File: config.mk
export PLATFORM = sky130hd
export DESIGN_NAME = spq_dp
export DESIGN_NICKNAME = d
export VERILOG_FILES = /design/src/spq_pkg.sv /design/src/spq_dp.sv
export VERILOG_INCLUDE_DIRS = /design/src /design/src/src
export SDC_FILE = /design/constraint.sdc
export NUM_CORES = 1
export LEC_CHECK = 0
export ABC_AREA = 1
export BUFFER_PORTS_ARGS = -buffer_cell sky130_fd_sc_hd__buf_2
export CAP_MARGIN = 20
export CORE_ASPECT_RATIO = 0.7
export CORE_MARGIN = 1
export CORE_UTILIZATION = 35
export CTS_BUF_LIST = sky130_fd_sc_hd__clkbuf_16
export DETAILED_ROUTE_END_ITERATION = 12
export PLACE_DENSITY = 0.5
export SLEW_MARGIN = 30
export SYNTH_ARGS = -nofsm -noshare
export SYNTH_HDL_FRONTEND = slang
export SYNTH_SLANG_ARGS = --single-unit
File: constraint.sdc
create_clock -name i_clk -period 4.4 [get_ports i_clk]
set_clock_uncertainty 0.1 [all_clocks]
set_input_delay 0.44 -clock i_clk [delete_from_list [all_inputs] [get_ports i_clk]]
set_output_delay 0.44 -clock i_clk [all_outputs]
set_load 0.005 [all_outputs]
File: src/strict_priority_three_queues_defines.svh
// Assertion macros shared by the queue controller and datapath
`ifndef STRICT_PRIORITY_THREE_QUEUES_DEFINES_SVH
`define STRICT_PRIORITY_THREE_QUEUES_DEFINES_SVH

// Same-cycle implication, disabled during reset
`define SPQ_ASSERT_IMP(label, clk, rst_n, ante, cons, msg) \
    label: assert property (@(posedge clk) disable iff (!(rst_n)) (ante) |-> (cons)) \
        else $error(msg);

// Next-cycle implication, disabled during reset
`define SPQ_ASSERT_NXT(label, clk, rst_n, ante, cons, msg) \
    label: assert property (@(posedge clk) disable iff (!(rst_n)) (ante) |=> (cons)) \
        else $error(msg);

`endif

File: src/spq_pkg.sv
// Shared widths, request codes and controller command type for the priority queues
package spq_pkg;

    localparam int ACTION_W = 2;
    localparam int SEL_W    = 2;
    localparam int TICKET_W = 16;
    localparam int COUNT_W  = 5;
    localparam int TOTAL_W  = 6;

    typedef logic [ACTION_W-1:0] t_action;
    typedef logic [SEL_W-1:0]    t_sel;
    typedef logic [TICKET_W-1:0] t_ticket;
    typedef logic [COUNT_W-1:0]  t_count;
    typedef logic [TOTAL_W-1:0]  t_total;

    localparam t_action ACT_ENQUEUE       = 2'd0;
    localparam t_action ACT_SERVE         = 2'd1;
    localparam t_action ACT_SERVE_HIGHEST = 2'd2;

    typedef struct packed {
        logic load_req;
        logic exec;
        logic load_out;
    } t_cmd;

endpackage

File: src/spq_dp.sv
// Datapath: ticket store, per-queue pointers and counts, result registers
`include "strict_priority_three_queues_defines.svh"
module spq_dp
    import spq_pkg::*;
#(
    parameter int QUEUE_DEPTH = 16,
    parameter int TICKET_BITS = 16,
    parameter int NUM_QUEUES  = 3
) (
    input  logic    i_clk,
    input  logic    i_rst_n,
    input  t_cmd    i_cmd,
    input  t_action i_action,
    input  t_sel    i_line_select,
    input  t_ticket i_ticket_in,
    output t_ticket o_served_ticket,
    output t_count  o_count_first,
    output t_count  o_count_second,
    output t_count  o_count_third,
    output t_total  o_count_total,
    output logic    o_dropped
);

    localparam int PTR_W  = $clog2(QUEUE_DEPTH);
    localparam int CNT_W  = $clog2(QUEUE_DEPTH + 1);
    localparam int QID_W  = $clog2(NUM_QUEUES);
    localparam int ADDR_W = $clog2(NUM_QUEUES * QUEUE_DEPTH);
    localparam int SUM_W  = CNT_W + 3;
    localparam logic [PTR_W-1:0] PTR_LAST = PTR_W'(QUEUE_DEPTH - 1);
    localparam logic [CNT_W-1:0] CNT_FULL = CNT_W'(QUEUE_DEPTH);
    localparam logic [3:0]       NQ_LIM   = 4'(NUM_QUEUES);

    logic [TICKET_BITS-1:0] r_mem [NUM_QUEUES * QUEUE_DEPTH];
    logic [TICKET_BITS-1:0] r_rdata;

    logic [PTR_W-1:0] r_head  [NUM_QUEUES];
    logic [PTR_W-1:0] r_tail  [NUM_QUEUES];
    logic [CNT_W-1:0] r_count [NUM_QUEUES];

    t_action                r_action;
    t_sel                   r_sel;
    logic [TICKET_BITS-1:0] r_ticket;
    logic                   r_pop;
    logic                   r_drop;

    t_ticket r_served;
    t_count  r_cnt0;
    t_count  r_cnt1;
    t_count  r_cnt2;
    t_total  r_total;
    logic    r_dropped;

    logic             sel_valid;
    logic [QID_W-1:0] sel_q;
    logic             hi_found;
    logic [QID_W-1:0] hi_q;
    logic [QID_W-1:0] tq;
    logic             do_push;
    logic             do_pop;
    logic             drop;
    logic [PTR_W-1:0] ptr;
    logic [ADDR_W-1:0] addr;
    t_count           cnt_pad [3];
    logic [SUM_W-1:0] sum;

    assign sel_valid = ({2'b00, r_sel} < NQ_LIM);
    assign sel_q     = sel_valid ? QID_W'(r_sel) : '0;

    always_comb begin
        hi_found = 1'b0;
        hi_q     = '0;
        for (int q = NUM_QUEUES - 1; q >= 0; q--) begin
            if (r_count[q] != '0) begin
                hi_found = 1'b1;
                hi_q     = QID_W'(q);
            end
        end
    end

    always_comb begin
        tq      = sel_q;
        do_push = 1'b0;
        do_pop  = 1'b0;
        drop    = 1'b0;
        unique case (r_action)
            ACT_ENQUEUE: begin
                do_push = sel_valid && (r_count[sel_q] != CNT_FULL);
                drop    = sel_valid && (r_count[sel_q] == CNT_FULL);
            end
            ACT_SERVE: begin
                do_pop = sel_valid && (r_count[sel_q] != '0);
            end
            ACT_SERVE_HIGHEST: begin
                do_pop = hi_found;
                tq     = hi_q;
            end
            default: begin
                do_pop = 1'b0;
            end
        endcase
        ptr  = do_push ? r_tail[tq] : r_head[tq];
        addr = ADDR_W'(int'(tq) * QUEUE_DEPTH + int'(ptr));
    end

    always_ff @(posedge i_clk) begin
        if (i_cmd.exec) begin
            if (do_push) begin
                r_mem[addr] <= r_ticket;
            end
            r_rdata <= r_mem[addr];
        end
    end

    always_ff @(posedge i_clk) begin
        if (!i_rst_n) begin
            for (int q = 0; q < NUM_QUEUES; q++) begin
                r_head[q]  <= '0;
                r_tail[q]  <= '0;
                r_count[q] <= '0;
            end
        end else if (i_cmd.exec) begin
            if (do_push) begin
                r_tail[tq]  <= (r_tail[tq] == PTR_LAST) ? '0 : r_tail[tq] + 1'b1;
                r_count[tq] <= r_count[tq] + 1'b1;
            end
            if (do_pop) begin
                r_head[tq]  <= (r_head[tq] == PTR_LAST) ? '0 : r_head[tq] + 1'b1;
                r_count[tq] <= r_count[tq] - 1'b1;
            end
        end
    end

    always_ff @(posedge i_clk) begin
        if (i_cmd.load_req) begin
            r_action <= i_action;
            r_sel    <= i_line_select;
            r_ticket <= TICKET_BITS'(i_ticket_in);
        end
        if (i_cmd.exec) begin
            r_pop  <= do_pop;
            r_drop <= drop;
        end
    end

    always_comb begin
        for (int k = 0; k < 3; k++) begin
            cnt_pad[k] = '0;
        end
        for (int k = 0; k < NUM_QUEUES && k < 3; k++) begin
            cnt_pad[k] = COUNT_W'(r_count[k]);
        end
        sum = '0;
        for (int q = 0; q < NUM_QUEUES; q++) begin
            sum = sum + SUM_W'(r_count[q]);
        end
    end

    always_ff @(posedge i_clk) begin
        if (i_cmd.load_out) begin
            r_served  <= r_pop ? TICKET_W'(r_rdata) : '0;
            r_cnt0    <= cnt_pad[0];
            r_cnt1    <= cnt_pad[1];
            r_cnt2    <= cnt_pad[2];
            r_total   <= TOTAL_W'(sum);
            r_dropped <= r_drop;
        end
    end

    assign o_served_ticket = r_served;
    assign o_count_first   = r_cnt0;
    assign o_count_second  = r_cnt1;
    assign o_count_third   = r_cnt2;
    assign o_count_total   = r_total;
    assign o_dropped       = r_dropped;

    `SPQ_ASSERT_IMP(a_push_pop_excl, i_clk, i_rst_n, i_cmd.exec, !(do_push && do_pop) && !(drop && (do_push || do_pop)), "one queue operation per request")
    `SPQ_ASSERT_NXT(a_enq_no_pop, i_clk, i_rst_n, i_cmd.exec && r_action == ACT_ENQUEUE, !r_pop, "enqueue must not serve")
    `SPQ_ASSERT_NXT(a_drop_only_enq, i_clk, i_rst_n, i_cmd.exec && r_action != ACT_ENQUEUE, !r_drop, "only enqueue may drop")

endmodule

==> run metrics <==
status=complete, no violations; crit path max fanout=28; startpoint types=register; Starting Density=between 30% and 40%; worst r2r path cells=20; final worst slack=approximately 280 ps; Critical path origin=r_count[1][2]; cell-internal power=between 10 and 15 mW; DP Cell Count=approximately 4900; distinct cell type count after synthesis=33; Final Hold Fails=0; final RePlAce weighted congestion=just under 0.9; DIE AREA=107000 µm²; CTS buffer count=86; final setup violation count=0; R2R Path End=r_rdata[14]; vias in the first global route=~23000; YS warnings=0; fin crit period=4120 ps; vias=between 20000 and 25000; post-layout util=between 40 and 50%; Final Routed Wirelength=approximately 110000 µm; Worst slew margin=about two fifths; WP data required=4690 ps; area delta synth->final=15.2%; Max Freq=~240 MHz; combinational power share=a little under a fifth; I/O Pins=63; Clock Sinks=between 800 and 900; Crit Path Class=reg -> reg; Slew Limit Fails=0; root buf cell=clkbuf_16; largest net degree at the start of global routing=~110; CP arrival=about 4400 ps; Final ANT Viol Nets=0; CP Capture Type=register; Mapped Avg Cell Area=between 10 and 15 µm²; mapped cell area=37100 µm²; syn_nets=between 3000 and 4000; Reg power frac=45.8%; Critical R2R Launch=r_count[1][2]; Avg WL per Cell=21.8 µm; Die H=roughly 270 µm; Hold WC Path Type=in -> reg; clock slew at reported path FFs=about 60 ps; Die Wd=between 300 and 400 µm; Final Cell Area=about 43000 µm²; GR Overflow Total=0; Clock Path Buffers=3; CTS tree=done; Worst Setup EP=r_rdata[14]; H-tree levels=3; DR vias/cell=4.90; initial antenna violation count=7; Initial DRC Count=between 2000 and 3000; Rows=slightly below 100; Slew @ Worst Pin=869 ps; sequential share of the synthesized area=just over 70%; first-pass iteration count of the detailed router=6; NetSw=between 6 and 7 mW; r2r setup slk=roughly 280 ps; clock share of power=about 35%; Core ar.=~100000 µm²; # Max-Cap Violations=0; clk_lat worst skew=between 600 and 700 ps; GRT Total Usage=20.5%; port buffer count=a little over 60; Sw Ratio=29.7%; VDD IR-drop max=0.329 mV; Fin Hold WS=170 ps; first-pass GRT wire length=between 150000 and 200000 µm; layout cells sized above 1=10.5%; ant diodes=0; Final Power=about 21 mW; post-placement worst setup slack=between 150 and 200 ps; final std cells w/o fill=5050; RSZ-0062 raised after global routing=no; Tcrit/Tclk final=93.6%; pwr/cell area=approximately 490 nW/µm²; Synth Register Bits=a little under 900; DRC errors left=0; nets=between 3000 and 4000; leakage power=about 17 nW; setup TNS=0 ps; Placed Area=between 30000 and 40000 µm²; Mapped Cells=3404; dpl hpwl=just under 70000 µm
==> worst max-delay path: stages (launching register included) <==
cell	delay (ps)
edfxtp_1	440
nor2_1	280
nand2_1	90
nor2_1	90
nand2_1	110
nand2_2	180
nand2_4	170
nand3b_1	210
nand2_1	140
nand2_1	220
nand2_8	210
buf_12	250
buf_4	190
nand2_1	60
nand2_1	50
nand2_1	50
nand2_1	50
nor2_1	310
nand2_1	340
nand3_1	170
nand3_1	80
==> cell usage in the layout (no fill, tap or decap), types with 2 or more instances in the layout <==
cell type,synthesis,layout
nand2_1,1540,1538
edfxtp_1,883,883
nand3_1,319,319
nor2_1,309,307
buf_4,18,139
inv_1,78,92
clkbuf_16,0,89
buf_2,98,61
clkinv_1,0,21
buf_12,0,21
a21oi_1,20,20
dlygate4sd3_1,0,20
clkinv_2,0,17
nand2_2,10,12
ha_1,12,12
nand4_1,10,10
nor2_2,6,8
bufinv_16,0,8
fa_1,7,7
inv_2,8,6
o21ai_0,5,5
xor2_1,5,5
clkinvlp_4,0,5
o22ai_1,4,4
nor3_1,3,3
inv_6,0,3
nand2_4,4,2
o21ai_2,1,2
xnor2_1,2,2
nand2_8,0,2
nand3_4,1,2
clkinv_8,0,2
==> cell type report <==
cell class,count,area (µm²)
Clock buffer,89,2230
Clock inverter,69,552
Fill cell,9965,61900
Inverter,86,325
Multi-Input combinational cell,2268,9420
Sequential cell,883,26500
Tap cell,1414,1770
Timing Repair Buffer,241,1970
==> power by group through the flow <==
stage | Combinational, mW | Clock (mW) | Sequential (mW)
after global routing | 4.30 | 7.87 | 9.58
after CTS | 3.91 | 7.55 | 9.57
final | 3.92 | 7.40 | 9.57
after detailed placement | 3.89 | 0 | 9.75
after floorplan | 2.19 | 0 | 9.80
after global placement | 3.90 | 0 | 9.75
==> state kept, by name (all words and copies together) (netlist names) <==
register / count
o_count_first: 5
o_count_second: 5
o_count_third: 5
o_count_total: 6
o_dropped: 1
o_served_ticket: 16
r_action: 2
r_count: 15
r_drop: 1
r_head: 12
r_mem: 768
r_pop: 1
r_rdata: 16
r_sel: 2
r_tail: 12
r_ticket: 16
==> layer usage <==
metal / up-vias / track usage (%) / wire, µm
met5: - / 0 / 7
met4: 2 / 3.74 / 1560
met3: 119 / 5.10 / 9860
met2: 913 / 28.3 / 45000
met1: 12000 / 32.3 / 53700
li1: 11700 / - / -
==> synth_stat cells (all sizes together) <==
master  number  area (µm²)
nand2     1554        5890
edfxtp     883       26500
nand3      322        1630
nor2       317        1230
buf        139         802
inv         86         323
clkbuf      28         105
a21oi       20         100
ha          12         150
nand4       10        62.6
o21ai        8        43.8
fa           7         140
xor2         5        43.8
o22ai        4        25.0
nor3         3        15.0
xnor2        2        17.5
a21boi       1        7.51
and2         1        6.26
nand3b       1        7.51
o221ai       1        8.76
==> worst min path at each step <==
stage,startpoint,end,slack (ps),cells after the start
floorplan,r_drop,o_dropped,300,0
global placement,r_drop,o_dropped,300,0
detailed placement,r_drop,o_dropped,310,0
CTS,i_rst_n,r_tail[2][0],130,2
global route,i_rst_n,r_tail[2][3],160,2
finish,i_cmd[2],r_ticket[1],170,1
==> cells by family (layout without fill, tap and decap cells) <==
family | Yosys count | count (layout) | synth area share [%]
AO/OA/AOI/OAI | 34 | 34 | 0.499
XOR/XNOR | 7 | 7 | 0.165
adder cells (fa/ha/maj) | 19 | 19 | 0.782
buffers and inverters | 253 | 485 | 3.31
flip-flops | 883 | 883 | 71.4
AND/OR/NAND/NOR | 2208 | 2208 | 23.8
==> timing repair <==
item,in CTS,in global routing
hold buffers,20,0
resized for setup,0,4
buffers inserted,0,0
endpoints found under the hold margin,20,0
setup endpoints to repair,0,4
(Power assumes the default switching activity.)
