==> src/strict_priority_three_queues_defines.svh <==
// Assertion macros shared by the queue controller and datapath
`ifndef STRICT_PRIORITY_THREE_QUEUES_DEFINES_SVH
`define STRICT_PRIORITY_THREE_QUEUES_DEFINES_SVH

// Same-cycle implication, disabled during reset
`define SPQ_ASSERT_IMP(label, clk, rst_n, ante, cons, msg) \
    label: assert property (@(posedge clk) disable iff (!(rst_n)) (ante) |-> (cons)) \
        else $error(msg);

// Next-cycle implication, disabled during reset
`define SPQ_ASSERT_NXT(label, clk, rst_n, ante, cons, msg) \
    label: assert property (@(posedge clk) disable iff (!(rst_n)) (ante) |=> (cons)) \
        else $error(msg);

`endif

==> src/spq_pkg.sv <==
// Shared widths, request codes and controller command type for the priority queues
package spq_pkg;

    localparam int ACTION_W = 2;
    localparam int SEL_W    = 2;
    localparam int TICKET_W = 16;
    localparam int COUNT_W  = 5;
    localparam int TOTAL_W  = 6;

    typedef logic [ACTION_W-1:0] t_action;
    typedef logic [SEL_W-1:0]    t_sel;
    typedef logic [TICKET_W-1:0] t_ticket;
    typedef logic [COUNT_W-1:0]  t_count;
    typedef logic [TOTAL_W-1:0]  t_total;

    localparam t_action ACT_ENQUEUE       = 2'd0;
    localparam t_action ACT_SERVE         = 2'd1;
    localparam t_action ACT_SERVE_HIGHEST = 2'd2;

    typedef struct packed {
        logic load_req;
        logic exec;
        logic load_out;
    } t_cmd;

endpackage

==> src/spq_ctrl.sv <==
// Controller state machine: sequences accept, queue access and result load
`include "strict_priority_three_queues_defines.svh"
module spq_ctrl
    import spq_pkg::*;
(
    input  logic i_clk,
    input  logic i_rst_n,
    input  logic i_in_valid,
    output logic o_in_ready,
    output logic o_out_valid,
    input  logic i_out_ready,
    output t_cmd o_cmd
);

    localparam logic [1:0] S_IDLE = 2'd0;
    localparam logic [1:0] S_EXEC = 2'd1;
    localparam logic [1:0] S_LOAD = 2'd2;

    logic [1:0] r_state;
    logic [1:0] n_state;
    logic       r_out_valid;
    logic       n_out_valid;
    logic       in_acc;
    logic       out_free;

    assign o_in_ready  = (r_state == S_IDLE);
    assign in_acc      = i_in_valid && o_in_ready;
    assign out_free    = !r_out_valid || i_out_ready;
    assign o_out_valid = r_out_valid;

    assign o_cmd.load_req = in_acc;
    assign o_cmd.exec     = (r_state == S_EXEC);
    assign o_cmd.load_out = (r_state == S_LOAD) && out_free;

    always_comb begin
        n_state = r_state;
        unique case (r_state)
            S_IDLE: begin
                if (in_acc) begin
                    n_state = S_EXEC;
                end
            end
            S_EXEC: begin
                n_state = S_LOAD;
            end
            S_LOAD: begin
                if (out_free) begin
                    n_state = S_IDLE;
                end
            end
            default: begin
                n_state = S_IDLE;
            end
        endcase
    end

    always_comb begin
        n_out_valid = r_out_valid;
        if (o_cmd.load_out) begin
            n_out_valid = 1'b1;
        end else if (r_out_valid && i_out_ready) begin
            n_out_valid = 1'b0;
        end
    end

    always_ff @(posedge i_clk) begin
        if (!i_rst_n) begin
            r_state     <= S_IDLE;
            r_out_valid <= 1'b0;
        end else begin
            r_state     <= n_state;
            r_out_valid <= n_out_valid;
        end
    end

    `SPQ_ASSERT_NXT(a_acc_to_exec, i_clk, i_rst_n, in_acc, r_state == S_EXEC, "accept must start access")
    `SPQ_ASSERT_NXT(a_exec_to_load, i_clk, i_rst_n, r_state == S_EXEC, r_state == S_LOAD, "access must be followed by load")
    `SPQ_ASSERT_NXT(a_load_sets_valid, i_clk, i_rst_n, o_cmd.load_out, r_out_valid && r_state == S_IDLE, "load must present a result and free the controller")
    `SPQ_ASSERT_NXT(a_stall_holds, i_clk, i_rst_n, r_out_valid && !i_out_ready, r_out_valid, "stalled result must stay valid")

endmodule

==> config.mk <==
export PLATFORM = sky130hd
export DESIGN_NAME = spq_ctrl
export DESIGN_NICKNAME = d
export VERILOG_FILES = /design/src/spq_pkg.sv /design/src/spq_ctrl.sv
export VERILOG_INCLUDE_DIRS = /design/src /design/src/src
export SDC_FILE = /design/constraint.sdc
export NUM_CORES = 1
export LEC_CHECK = 0
export BUFFER_PORTS_ARGS = -buffer_cell sky130_fd_sc_hd__buf_2
export CORE_AREA = 3 3 40 42
export CTS_BUF_LIST = sky130_fd_sc_hd__clkbuf_4 sky130_fd_sc_hd__clkbuf_8 sky130_fd_sc_hd__clkbuf_16
export DETAILED_ROUTE_END_ITERATION = 7
export DIE_AREA = 0 0 43 45
export REMOVE_ABC_BUFFERS = 1
export SLEW_MARGIN = 25
export SYNTH_ARGS = -nofsm -noshare
export SYNTH_HDL_FRONTEND = slang
export SYNTH_SLANG_ARGS = --single-unit
export TNS_END_PERCENT = 20
==> constraint.sdc <==
create_clock -name i_clk -period 0.9 [get_ports i_clk]
set_clock_uncertainty 0.2 [all_clocks]
set_input_delay 0.09 -clock i_clk [delete_from_list [all_inputs] [get_ports i_clk]]
set_output_delay 0.09 -clock i_clk [all_outputs]
set_load 0.005 [all_outputs]
==> flow_summary.json, run 1 <==
{
  "outcome": "complete, but fails checks",
  "netlist-cell-type-count": 11,
  "die_x_microns": 43,
  "cts_buffers": 3,
  "ant_nets": 0,
  "min_period_ns": 1.21,
  "drc": 0,
  "maxSlewViolCount": 0,
  "clockRootBuffer": "clkbuf_4",
  "grt_pass1_wl_microns": 455,
  "setup_slack_ns": -0.309,
  "endpoint_kind": "primary output",
  "finalPower_mw": 0.467,
  "crit_family": "flip-flops",
  "gp_congestion": 0.654,
  "worst_path_max_delay_cell": "dfxtp_2",
  "via_per_inst": 3.27,
  "reg2reg_to": "r_state[1]$_SDFFE_PN0P_",
  "crit_chain": "and2b_4 -> buf_6",
  "hold_viol": 3,
  "powerDensity_nw_per_um2": 1830,
  "fin_crit_sh": 1.34,
  "r2r_start": "r_state[1]$_SDFFE_PN0P_",
  "io_pins": 9,
  "r2r_slack_ns": -0.16,
  "startpoint_type": "flip-flop",
  "worstSetupPathType": "flip-flop to primary output",
  "die_h_microns": 45,
  "start_util": 0.120,
  "nets": 31,
  "holdWs_ns": -0.111,
  "cts_tree": "done",
  "stdcell_count": 41,
  "max_stage_delay_ns": 0.37,
  "tightest_slew_ns": 0.135,
  "syn_avg_cell_area_sq_um": 10.3,
  "numPortBuffers": 8,
  "h-tree-depth": 1,
  "rr_worst_depth": 2,
  "insertion_delay_ns": 0.23,
  "coreArea_sq_um": 1280,
  "min_path_type": "input port to flip-flop",
  "grt_max_degree": 6,
  "arrival_ns": 0.92,
  "wire_per_inst_microns": 7.54,
  "grt_antenna_before_repair": 0,
  "yosysSeqAreaShare": 0.390,
  "syn_to_final_growth_pct": 65.9,
  "maxSlewHeadroom": 0.909,
  "vdd_drop_max_v": 0.000244,
  "rsz0062_at_grt": "true",
  "drv_cap": 0,
  "layout_commonest_cell": "buf_2",
  "grt_pass1_vias": 135,
  "drt_iter0_drc": 0,
  "cts_setup_buffers": 0,
  "p_leak_nw": 0.118,
  "cts.clk_slew.worst_paths_ns": 0.04,
  "groute.usage.overall": 0.0408,
  "fmax_mhz": 827,
  "overflow": 0,
  "cts_sinks": 3,
  "critPathMaxFanout": 5,
  "ctsLongestPathBuffers": 2,
  "cp_data_required_time_ns": 0.61,
  "syn_area_sq_um": 154,
  "wl_microns": 309,
  "path_buf_inv": 1,
  "ys_seq_elements": 3,
  "vias": 134,
  "yosysWarnings": 0,
  "row_count": 13,
  "synthCells": 15,
  "min_path_cells": 2,
  "final_cell_mix": "7 x buf_2, 4 x clkbuf_4, 2 x dfxtp_2",
  "holdCritStartpoint": "i_rst_n",
  "setup_viol": 8,
  "dieArea_sq_um": 1940,
  "drive_gt1_frac": 0.731,
  "holdPathEnd": "r_state[1]$_SDFFE_PN0P_",
  "fin_setup_tns_ns": -1.45,
  "dp.cells": 37,
  "first_pass_iters": 1,
  "violations": "hold timing, setup timing",
  "n_antenna_cell": 0
}
==> layer usage <==
layer  global-route usage  routed length (microns)
met3               0.0359                       58
met4               0.0723                        0
met5                    0                        0
met1               0.0217                      100
met2               0.0569                      149
==> cell families (layout without fill, tap and decap cells) <==
logic type / after synthesis / count (layout) / synth area share
simple gates: 8 / 8 / 0.415
buf+inv: 2 / 13 / 0.0975
flops: 3 / 3 / 0.390
compound gates: 2 / 2 / 0.0976
==> Yosys cell counts <==
master	number	area (sq um)
and2_1	1	6.26
nor2b_1	1	6.26
nand2b_1	2	12.5
buf_4	2	15.0
nor3b_2	1	12.5
and2b_4	1	10.0
o21a_1	1	7.51
dfxtp_1	3	60.1
nor2_1	1	3.75
and4bb_1	1	12.5
a21boi_0	1	7.51
==> worst reg2reg max path, stage by stage, from the launching register on <==
cell	delay (ns)
dfxtp_2	0.37
and2b_4	0.21
o21a_1	0.17
==> through the flow <==
| stage | util | setup WS [ns] | hold slack [ns] | area (sq um) |
|---|---|---|---|---|
| after global placement | 0.160 | -0.165 | 0.123 | 205 |
| final | 0.199 | -0.309 | -0.111 | 255 |
| after detailed placement | 0.160 | -0.166 | 0.128 | 205 |
| after floorplan | - | -0.139 | 0.00746 | 139 |
| after global routing | 0.199 | -0.343 | -0.0987 | 255 |
| after CTS | 0.190 | -0.325 | -0.120 | 244 |
==> worst max path at each step <==
stage / depth (start not counted) / to / slack (ns) / start
floorplan: 2 / r_state[1]$_SDFFE_PN0P_ / -0.14 / r_state[1]$_SDFFE_PN0P_
global placement: 2 / r_state[1]$_SDFFE_PN0P_ / -0.17 / r_state[1]$_SDFFE_PN0P_
detailed placement: 2 / r_state[1]$_SDFFE_PN0P_ / -0.17 / r_state[1]$_SDFFE_PN0P_
CTS: 3 / o_cmd[0] / -0.33 / r_state[0]$_SDFFE_PN0P_
global route: 3 / o_cmd[0] / -0.34 / r_state[0]$_SDFFE_PN0P_
finish: 2 / o_cmd[1] / -0.31 / r_state[1]$_SDFFE_PN0P_
==> power breakdown <==
| group | switching [mW] | internal, mW | total (mW) |
|---|---|---|---|
| registers | 0.00790 | 0.140 | 0.148 |
| clock network | 0.0717 | 0.196 | 0.268 |
| logic | 0.0158 | 0.0353 | 0.0511 |
| total | 0.0954 | 0.371 | 0.467 |
==> repair_timing <==
action / in CTS / in global routing
endpoints found under the hold margin: 3 / 3
endpoints found under the setup margin: 8 / 8
resized for setup: 3 / 3
==> area by class of cell <==
| class | instances | area [sq um] |
|---|---|---|
| clock buffers | 4 | 30.0 |
| repair buffers | 9 | 53.8 |
| well taps | 15 | 18.8 |
| multi-input cells | 10 | 86.3 |
| fillers | 144 | 1030 |
| flip-flops and latches | 3 | 66.3 |
==> sequential cells by signal (all words and copies together) (netlist names) <==
| register | flops |
|---|---|
| o_out_valid | 1 |
| r_state | 2 |
No activity file was read; power rests on OpenSTA's default activity.
==> run 2: changes to the inputs <==
- CORE_AREA: 3 3 40 42 -> 2 2 39 41
- DIE_AREA: 0 0 43 45 -> 0 0 41 43
- PLACE_DENSITY: default -> 0.37
==> run 2 against run 1 <==
The flow still finishes with violations (hold timing, setup timing). Clock power about the same. Cell count unchanged. Combinational power decreased by 2%. Worst hold slack improved by 0.016 ns. Utilization decreased by 1.9 points. Critical path type unchanged. Global-route usage increased by 1.4 points. Largest cell class unchanged. Non-clock buffer count decreased by 1. Flip-flop and latch count unchanged. Setup slack got worse by 0.0086 ns.
==> flow_summary.json, run 2 (synthesized netlist as in run 1, its figures left out) <==
{
  "dp.cells": 37,
  "switching_power_mw": 0.0951,
  "startpoint_type": "flip-flop",
  "drt_iter0_drc": 0,
  "stdcell_count": 41,
  "io_pins": 9,
  "die_x_microns": 41,
  "cts_sinks": 3,
  "outcome": "complete, but fails checks",
  "final_cell_mix": "7 x buf_2, 4 x clkbuf_4, 2 x dfxtp_2",
  "clockRootBuffer": "clkbuf_4",
  "ant_nets": 0,
  "fin_crit_sh": 1.35,
  "powerDensity_nw_per_um2": 1870,
  "h-tree-depth": 1,
  "p_seq_frac": 0.317,
  "finalPower_mw": 0.465,
  "r2r_slack_ns": -0.14,
  "endpoint_kind": "primary output",
  "tightest_slew_ns": 0.140,
  "min_period_ns": 1.22,
  "holdWs_ns": -0.0956,
  "insertion_delay_ns": 0.23,
  "coreArea_sq_um": 1380,
  "grt_max_degree": 6,
  "fin_setup_tns_ns": -1.29,
  "vias": 144,
  "hold_viol": 3,
  "setup_slack_ns": -0.318,
  "setup_viol": 7,
  "maxSlewViolCount": 0,
  "fmax_mhz": 821,
  "rsz0062_at_grt": "true",
  "nets": 30,
  "grt_pass1_vias": 150,
  "first_pass_iters": 1,
  "largest_register_ffs": 2,
  "row_count": 14,
  "numPortBuffers": 8,
  "dieArea_sq_um": 1760,
  "vdd_drop_max_v": 0.000485,
  "groute.usage.overall": 0.0551,
  "cp_data_required_time_ns": 0.61,
  "cts_tree": "done",
  "wire_per_inst_microns": 8.88,
  "drive_gt1_frac": 0.720,
  "critPathMaxFanout": 5,
  "swShare": 0.205,
  "grt_antenna_before_repair": 0,
  "n_antenna_cell": 0,
  "wl_microns": 364,
  "worstSetupPathType": "flip-flop to primary output",
  "syn_to_final_growth_pct": 61.8,
  "via_per_inst": 3.51,
  "fillerInstances": 160,
  "gp_congestion": 0.577,
  "cts_buffers": 3,
  "min_path_type": "input port to flip-flop",
  "layout_commonest_cell": "buf_2",
  "p_leak_nw": 0.113,
  "drv_cap": 0,
  "die_h_microns": 43,
  "p_int_mw": 0.369,
  "combPwrFrac": 0.108,
  "arrival_ns": 0.93,
  "start_util": 0.111,
  "violations": "hold timing, setup timing",
  "maxSlewHeadroom": 0.906,
  "overflow": 0,
  "ctsLongestPathBuffers": 2,
  "grt_pass1_wl_microns": 565,
  "drc": 0,
  "clkPwrFrac": 0.574,
  "cts.clk_slew.worst_paths_ns": 0.04,
  "largest_register": "r_state"
}
-- run 2: per-stage QoR --
stage	area (sq um)	setup slack, ns	util	hold WS (ns)
after global routing	249	-0.368	0.180	-0.0828
final	249	-0.318	0.180	-0.0956
after CTS	249	-0.331	0.180	-0.0996
after floorplan	139	-0.139	-	0.00746
after detailed placement	199	-0.185	0.144	0.146
after global placement	199	-0.142	0.144	0.130
-- run 2: cell type report --
| class | instances | area [sq um] | share of cell area |
|---|---|---|---|
| multi-input cells | 10 | 86.3 | 0.347 |
| flip-flops and latches | 3 | 66.3 | 0.266 |
| repair buffers | 8 | 46.3 | 0.186 |
| clock buffers | 4 | 30.0 | 0.121 |
| well taps | 16 | 20.0 | 0.0804 |
-- run 2: path summary, 6_finish.rpt --
kind / startpoint / endpoint / depth (start not counted)
setup reg to reg: r_state[1]$_SDFFE_PN0P_ / r_state[1]$_SDFFE_PN0P_ / 2
hold reg to reg: o_out_valid$_SDFFE_PN0P_ / o_out_valid$_SDFFE_PN0P_ / 2
setup / recovery: r_state[1]$_SDFFE_PN0P_ / o_cmd[1] / 2
hold / removal: i_rst_n / r_state[1]$_SDFFE_PN0P_ / 2
-- run 2: layer usage --
metal | vias up | GRT usage | routed length, microns
li1 | 69 | - | -
met1 | 65 | 0.0446 | 139
met2 | 10 | 0.0656 | 161
met3 | 0 | 0.0733 | 63
met4 | 0 | 0.0400 | 0
met5 | - | 0 | 0
-- run 2: critical path, cell delays in order (launching register included) --
cell	delay (ns)
dfxtp_4	0.36
and2b_4	0.25
buf_6	0.09
-- run 2: power groups by stage --
stage / Clock, mW / Combinational, mW / Sequential (mW)
floorplan: 0 / 0.0222 / 0.148
global route: 0.293 / 0.0564 / 0.149
CTS: 0.284 / 0.0518 / 0.148
global placement: 0 / 0.0444 / 0.148
finish: 0.267 / 0.0503 / 0.147
detailed placement: 0 / 0.0447 / 0.149
-- run 2: timing repair --
| action | CTS | global route |
|---|---|---|
| endpoints found under the setup margin | 8 | 8 |
| gates resized for setup | 7 | 0 |
| buffers inserted | 0 | 0 |
| hold endpoints to repair | 3 | 3 |
| pin swaps | 2 | 1 |
| cloned | 0 | 0 |
==> run 3: changes to the inputs <==
- CAP_MARGIN: default -> 40
- PLACE_DENSITY: 0.37 -> default
- PLACE_DENSITY_LB_ADDON: default -> 0.05
==> run 3 against run 2 <==
The run still ends with hold timing, setup timing left. Die area stayed put. Maximum frequency is 0.17% higher. Final area is 2.5% higher. Global-route usage is 0.095 points lower. Worst hold slack worse by 0.0091 ns. First-iteration DRC count stayed put. Register-to-register slack hardly changed. Via count is 5.6% lower. Critical path type unchanged. Largest cell class unchanged. Highest routed layer is now met4.
==> flow_summary.json, run 3 (synthesized netlist as in run 1, its figures left out) <==
{
  "outcome": "complete, but fails checks",
  "violations": "hold timing, setup timing",
  "grt_max_degree": 6,
  "min_path_type": "input port to flip-flop",
  "maxSlewHeadroom": 0.898,
  "gp_congestion": 0.530,
  "seqCellArea_sq_um": 68.8,
  "min_period_ns": 1.22,
  "n_antenna_cell": 0,
  "drt_iter0_drc": 0,
  "fillerInstances": 157,
  "fin_crit_sh": 1.35,
  "hold_viol": 3,
  "largest_register": "r_state",
  "die_x_microns": 41,
  "insertion_delay_ns": 0.23,
  "io_pins": 9,
  "cts_tree": "done",
  "via_per_inst": 3.32,
  "cts_sinks": 3,
  "first_pass_iters": 1,
  "coreArea_sq_um": 1380,
  "arrival_ns": 0.93,
  "setup_viol": 7,
  "groute.usage.overall": 0.0541,
  "syn_to_final_growth_pct": 65.9,
  "maxSlewViolCount": 0,
  "endpoint_kind": "primary output",
  "finalPower_mw": 0.461,
  "critPathMaxFanout": 5,
  "multi_input_area_sq_um": 90.1,
  "drv_cap": 0,
  "p_leak_nw": 0.114,
  "powerDensity_nw_per_um2": 1810,
  "dieArea_sq_um": 1760,
  "fmax_mhz": 823,
  "cts.clk_slew.worst_paths_ns": 0.04,
  "vias": 136,
  "largest_register_ffs": 2,
  "holdWs_ns": -0.105,
  "nets": 30,
  "overflow": 0,
  "h-tree-depth": 1,
  "cts_buffers": 3,
  "grt_pass1_vias": 143,
  "ctsLongestPathBuffers": 2,
  "clockRootBuffer": "clkbuf_4",
  "startpoint_type": "flip-flop",
  "wl_microns": 346,
  "ant_nets": 0,
  "worstSetupPathType": "flip-flop to primary output",
  "final_core_util": 0.184,
  "cp_data_required_time_ns": 0.61,
  "grt_antenna_before_repair": 0,
  "drive_gt1_frac": 0.760,
  "vdd_drop_max_v": 0.000369,
  "setup_slack_ns": -0.316,
  "layout_commonest_cell": "buf_2",
  "fin_setup_tns_ns": -1.33,
  "grt_pass1_wl_microns": 510,
  "die_h_microns": 43,
  "wire_per_inst_microns": 8.44,
  "start_util": 0.111,
  "drc": 0,
  "final_cell_mix": "7 x buf_2, 4 x clkbuf_4, 2 x dfxtp_4",
  "tightest_slew_ns": 0.153,
  "numPortBuffers": 8,
  "row_count": 14,
  "rsz0062_at_grt": "true"
}
[run 3: cell counts in the layout (fill, tap and decap cells not counted)]
No cell type changed its count.
[run 3: through the flow]
step                      std cells  cell area, sq um  setup slack [ns]
final                            41               255            -0.316
after global routing             41               255            -0.360
after CTS                        41               251            -0.336
after detailed placement         37               199            -0.177
after global placement           37               199            -0.181
after floorplan                  13               139            -0.139
[run 3: worst paths after layout]
path | cells past startpoint | slack [ns] | startpoint | endpoint
worst max-delay path | 3 | -0.32 | r_state[0]$_SDFFE_PN0P_ | o_cmd[0]
worst min-delay path | 2 | -0.10 | i_rst_n | r_state[1]$_SDFFE_PN0P_
worst max register to register | 2 | -0.13 | r_state[1]$_SDFFE_PN0P_ | r_state[1]$_SDFFE_PN0P_
worst min register to register | 2 | 0.30 | o_out_valid$_SDFFE_PN0P_ | o_out_valid$_SDFFE_PN0P_
[run 3: what timing repair did]
item                                   4_1_cts  5_1_grt
gates resized for setup                      8        1
pin swaps                                    3        2
buffers inserted                             0        0
setup endpoints to repair                    8        8
endpoints found under the hold margin        3        3
[run 3: report_power, final]
| part | switching (mW) | internal [mW] |
|---|---|---|
| clock | 0.0676 | 0.196 |
| combinational | 0.0165 | 0.0346 |
| sequential | 0.00801 | 0.138 |
[run 3: cell type report]
cell class	instances	area share
Clock buffer	4	0.118
Multi-Input combinational cell	10	0.353
Sequential cell	3	0.270
Tap cell	16	0.0784
Timing Repair Buffer	8	0.181
[run 3: routing by layer]
metal  up-vias  share of wire  track usage
met5         -              0            0
met4         0          0.012        0.100
met3         2           0.12       0.0314
met2         5           0.55       0.0656
met1        60           0.32       0.0383
li1         69              -            -
[run 3: critical path, stage by stage, from the launching register on]
cell      delay [ns]
dfxtp_4         0.35
nand2b_4        0.14
nor2b_1         0.09
buf_2           0.11
